## config.mk

```make
export PLATFORM = sky130hd
export DESIGN_NAME = scvp_ctrl
export DESIGN_NICKNAME = d
export VERILOG_FILES = /design/src/sv/scvp_pkg.sv /design/src/sv/scvp_ctrl.sv
export SDC_FILE = /design/constraint.sdc
export NUM_CORES = 1
export LEC_CHECK = 0
export ABC_CLOCK_PERIOD_IN_PS = 1900
export CORE_AREA = 2 2 39 41
export DETAILED_ROUTE_END_ITERATION = 7
export DIE_AREA = 0 0 41 43
export DONT_BUFFER_PORTS = 1
export PLACE_DENSITY = 0.36
export SETUP_SLACK_MARGIN = 0.4
export SLEW_MARGIN = 40
export SYNTH_ARGS = -nofsm -noshare
export SYNTH_HDL_FRONTEND = slang
export SYNTH_SLANG_ARGS = --single-unit
```

## constraint.sdc

```tcl
create_clock -name clk_i -period 1.9 [get_ports clk_i]
set_input_delay 0.19 -clock clk_i [delete_from_list [all_inputs] [get_ports clk_i]]
set_output_delay 0.19 -clock clk_i [all_outputs]
set_load 0.01 [all_outputs]
```

## src/sv/scvp_pkg.sv

```systemverilog
// Package: shared types, constants and the context hash multiplier for the value predictor.
`timescale 1ns / 1ps
`default_nettype none
package scvp_pkg;

  localparam int unsigned ContextEntries = 1024;
  localparam int unsigned HistoryDepth   = 4;
  localparam int unsigned HistoryEntries = 256;

  localparam logic [31:0] HashMul = 32'd2654435761;

  localparam int unsigned RegThreshold = 0;
  localparam int unsigned RegConfMax   = 1;

  typedef enum logic [2:0] {
    ST_PREDICTED   = 3'd0,
    ST_NO_HISTORY  = 3'd1,
    ST_NO_STRIDE   = 3'd2,
    ST_LOW_CONF    = 3'd3,
    ST_FIRST_SEEN  = 3'd4,
    ST_TRAINED     = 3'd5,
    ST_PEND_RIGHT  = 3'd6,
    ST_PEND_WRONG  = 3'd7
  } status_e;

  typedef enum logic [2:0] {
    S_CLEAR,
    S_IDLE,
    S_READ,
    S_HASH,
    S_CTX,
    S_EXEC,
    S_OUT
  } state_e;

  // controller -> datapath
  typedef struct packed {
    logic clear_step;
    logic take_req;
    logic read_hist;
    logic hash_step;
    logic read_ctx;
    logic exec;
  } cmd_t;

  // datapath -> controller
  typedef struct packed {
    logic clear_done;
    logic hash_done;
  } stat_t;

endpackage
`default_nettype wire

```

## src/sv/scvp_ctrl.sv

```systemverilog
// Controller: sequences read, hash, context read, execute and output per request.
`timescale 1ns / 1ps
`default_nettype none
module scvp_ctrl (
  input  wire logic           clk_i,
  input  wire logic           rst_ni,
  input  wire logic           in_valid_i,
  output logic                in_stall_o,
  output logic                out_valid_o,
  input  wire logic           out_stall_i,
  input  wire scvp_pkg::stat_t stat_i,
  output scvp_pkg::cmd_t      cmd_o
);
  import scvp_pkg::*;

  state_e state_q, state_d;

  always_ff @(posedge clk_i or negedge rst_ni) begin
    if (!rst_ni) state_q <= S_CLEAR;
    else         state_q <= state_d;
  end

  always_comb begin
    state_d = state_q;
    unique case (state_q)
      S_CLEAR: if (stat_i.clear_done) state_d = S_IDLE;
      S_IDLE: if (in_valid_i) state_d = S_READ;
      S_READ: state_d = S_HASH;
      S_HASH: if (stat_i.hash_done) state_d = S_CTX;
      S_CTX:  state_d = S_EXEC;
      S_EXEC: state_d = S_OUT;
      S_OUT:  if (!out_stall_i) state_d = S_IDLE;
      default: state_d = S_IDLE;
    endcase
  end

  always_comb begin
    cmd_o       = '0;
    in_stall_o  = 1'b1;
    out_valid_o = 1'b0;
    unique case (state_q)
      S_CLEAR: cmd_o.clear_step = 1'b1;
      S_IDLE: begin
        in_stall_o       = 1'b0;
        cmd_o.take_req   = in_valid_i;
      end
      S_READ: cmd_o.read_hist = 1'b1;
      S_HASH: cmd_o.hash_step = 1'b1;
      S_CTX:  cmd_o.read_ctx  = 1'b1;
      S_EXEC: cmd_o.exec      = 1'b1;
      S_OUT:  out_valid_o     = 1'b1;
      default: ;
    endcase
  end
endmodule
`default_nettype wire

```

==> out/results.tsv <==
stage	metric	value	unit
clock_network	level count of the clock H-tree	1	
job	maxcap violations	0	
run_status	outcome	finished clean	
global_route	initial antenna violation count	0	
yosys	synth warn	0	
clock_network	TritonCTS clock tree	done	
cells_and_area	max reg flops	3	
timing	Rel. slew slack	74.0	%
detailed_routing	Vias/cell	4.50	
power_and_ir_drop	Pwr Density	1700	mW/mm^2
setup_path	WP data required	1.71	ns
cells_and_area	largest registers	state_q (3)	
placement	I/O Buffers	0	
setup_path	crit path kind	flip-flop to output port	
timing	Hold Fails Final Rpt	0	
detailed_routing	DRT antenna net count	0	
cells_and_area	Biggest register	state_q	
timing	final setup TNS	0	ns
timing	Slew Limit Fails	0	
cells_and_area	Area Overhead vs Synth	15.9	%
yosys	FF+latch count, synth	3	
cells_and_area	most frequent cells in the layout	o21ai_0, clkbuf_4	
cells_and_area	Layout Nets	39	
clock_network	Max Root-Sink Buffers	2	
clock_network	TritonCTS buffer count	3	
detailed_routing	Iter 0 DRT Violations	0	
detailed_routing	# DRC	0	
setup_path	Worst Path Max Fanout	11	
timing	final setup vio count	0	
setup_path	startpoint types	flip-flop	
timing	RSZ-0062 raised after global routing	no	
detailed_routing	DR vias	216	
floorplan	die extent in y	43	um
detailed_routing	drt pass-1 iters	1	
clock_network	clock latency on the worst-skew pair	0.23	ns
placement	pre-CTS setup slack	0.568	ns
timing	worst-margin pin slew	0.390	ns
floorplan	Core Footprint	0.00138	mm^2
detailed_routing	routed len/inst	12.1	um
yosys	Synth Net Count	36	
timing	period utilisation layout	75.0	%
timing	fin crit period	1.43	ns
global_route	grt total ovfl	0	
timing	Fmax	0.702	GHz
global_route	GRT Total Usage	8.96	%
setup_path	nature of the critical path endpoint	output port	
timing	Worst Skew	0.00101	ns
global_route	first-pass GRT wire length	1010	um
setup_path	critical path arrival	1.24	ns
power_and_ir_drop	VDD IR max	0.401	mV
floorplan	number of top-level pins	14	
cells_and_area	# diodes	0	
clock_network	CTS Root Cell	clkbuf_4	
cells_and_area	share of cells above drive strength 1	28.1	%
placement	gpl congestion	0.621	
min_path	min-delay worst type	input pin to flip-flop	
clock_network	Worst-path clk slew	0.04	ns
floorplan	initial core utilization	18.2	%
yosys	Synth Area per Inst	8.38	um^2
yosys	gate count of the mapped netlist	30	
global_route	vias in the first global route	242	
timing	setup ws final	0.475	ns
yosys	Yosys cell types	19	
cells_and_area	Fillers	162	
clock_network	TritonCTS Sinks	3	
detailed_routing	Post-Route WL	580	um
yosys	register area share after synthesis	29.9	%
floorplan	Rows	14	
floorplan	die width	41	um
global_route	pin count of the biggest net entering global routing	14	
yosys	Mapped Area	251	um^2
power_and_ir_drop	leakage power	0.117	nW
placement	post-DP HPWL	431	um
floorplan	Die ar.	0.00176	mm^2
critical path, cell delays in order (launching register included):
cell and delay [ns]:
dfrtp_2 0.44, nor2b_2 0.22, nand2b_1 0.14, nor2_1 0.20
power breakdown:
group / internal, mW / switching [mW] / leakage, nW
Sequential: 0.0980 / 0.0814 / 0.0338
Combinational: 0.0968 / 0.108 / 0.0684
Clock: 0.0787 / 0.0325 / 0.0150
cell families after synthesis:
kind of cell	Yosys count	share of synthesized area (%)
DFF	3	29.8
AOI/OAI and AO/OA	8	22.9
buffers and inverters	5	11.4
and+or+nand+nor	14	35.8
synthesized netlist by cell type (all sizes together):
master,count,area share (%)
nor3,1,2.0
nor3b,2,6.0
o21ai,5,9.9
or3,1,4.5
a221oi,1,6.0
nor2b,1,2.5
inv,2,3.0
buf,3,8.5
nand3,1,2.0
dfrtp,3,30
nor2,1,1.5
and2,1,2.5
nand2,2,3.0
a22o,1,3.5
a21oi,1,3.5
nand2b,2,5.0
and3b,2,7.0
repair_timing:
item | in CTS | in global routing
endpoints found under the hold margin | 3 | 0
setup buffers | 0 | 0
hold buffers | 1 | 0
gates resized for setup | 2 | 1
setup endpoints to repair | 1 | 1
area by class of cell:
cell class	instances	area [um^2]	area share [%]
timing repair buffer	1	10.0	3.43
multi-input combinational	22	150	51.5
clock buffer	4	26.3	9.01
sequential	3	77.6	26.6
tap	16	20.0	6.87
inverter	2	7.51	2.58
worst paths after layout:
kind	depth (start not counted)	start	endpoint	slack, ns
max	3	state_q[0]$_DFFE_PN0P_	cmd_o[4]	0.47
min	1	out_stall_i	state_q[0]$_DFFE_PN0P_	0.04
max reg2reg	3	state_q[0]$_DFFE_PN0P_	state_q[2]$_DFFE_PN0P_	0.68
min reg2reg	1	state_q[2]$_DFFE_PN0P_	state_q[2]$_DFFE_PN0P_	0.65
max in group asynchronous	1	rst_ni	state_q[0]$_DFFE_PN0P_	1.53
min in group asynchronous	1	rst_ni	state_q[1]$_DFFE_PN0P_	0.21
stage by stage:
stage | hold slack [ns] | util [%] | instance area, um^2 | power, mW | instances
6_report | 0.0360 | 21.1 | 292 | 0.496 | 48
3_5_place_dp | -0.105 | 18.1 | 250 | 0.381 | 43
5_1_grt | 0.0355 | 21.1 | 292 | 0.545 | 48
3_3_place_gp | -0.105 | 18.1 | 250 | 0.378 | 43
2_1_floorplan | -0.106 | - | 251 | 0.371 | 30
4_1_cts | 0.0250 | 21.0 | 290 | 0.507 | 48
routing by layer:
| metal | global-route usage, % | vias up | part of all wire (%) |
|---|---|---|---|
| met1 | 10.4 | 102 | 40 |
| met5 | 0 | - | 0 |
| met4 | 8.00 | 0 | 0 |
| li1 | - | 106 | - |
| met2 | 11.6 | 8 | 49 |
| met3 | 4.19 | 0 | 10 |
(Power assumes the default switching activity.)
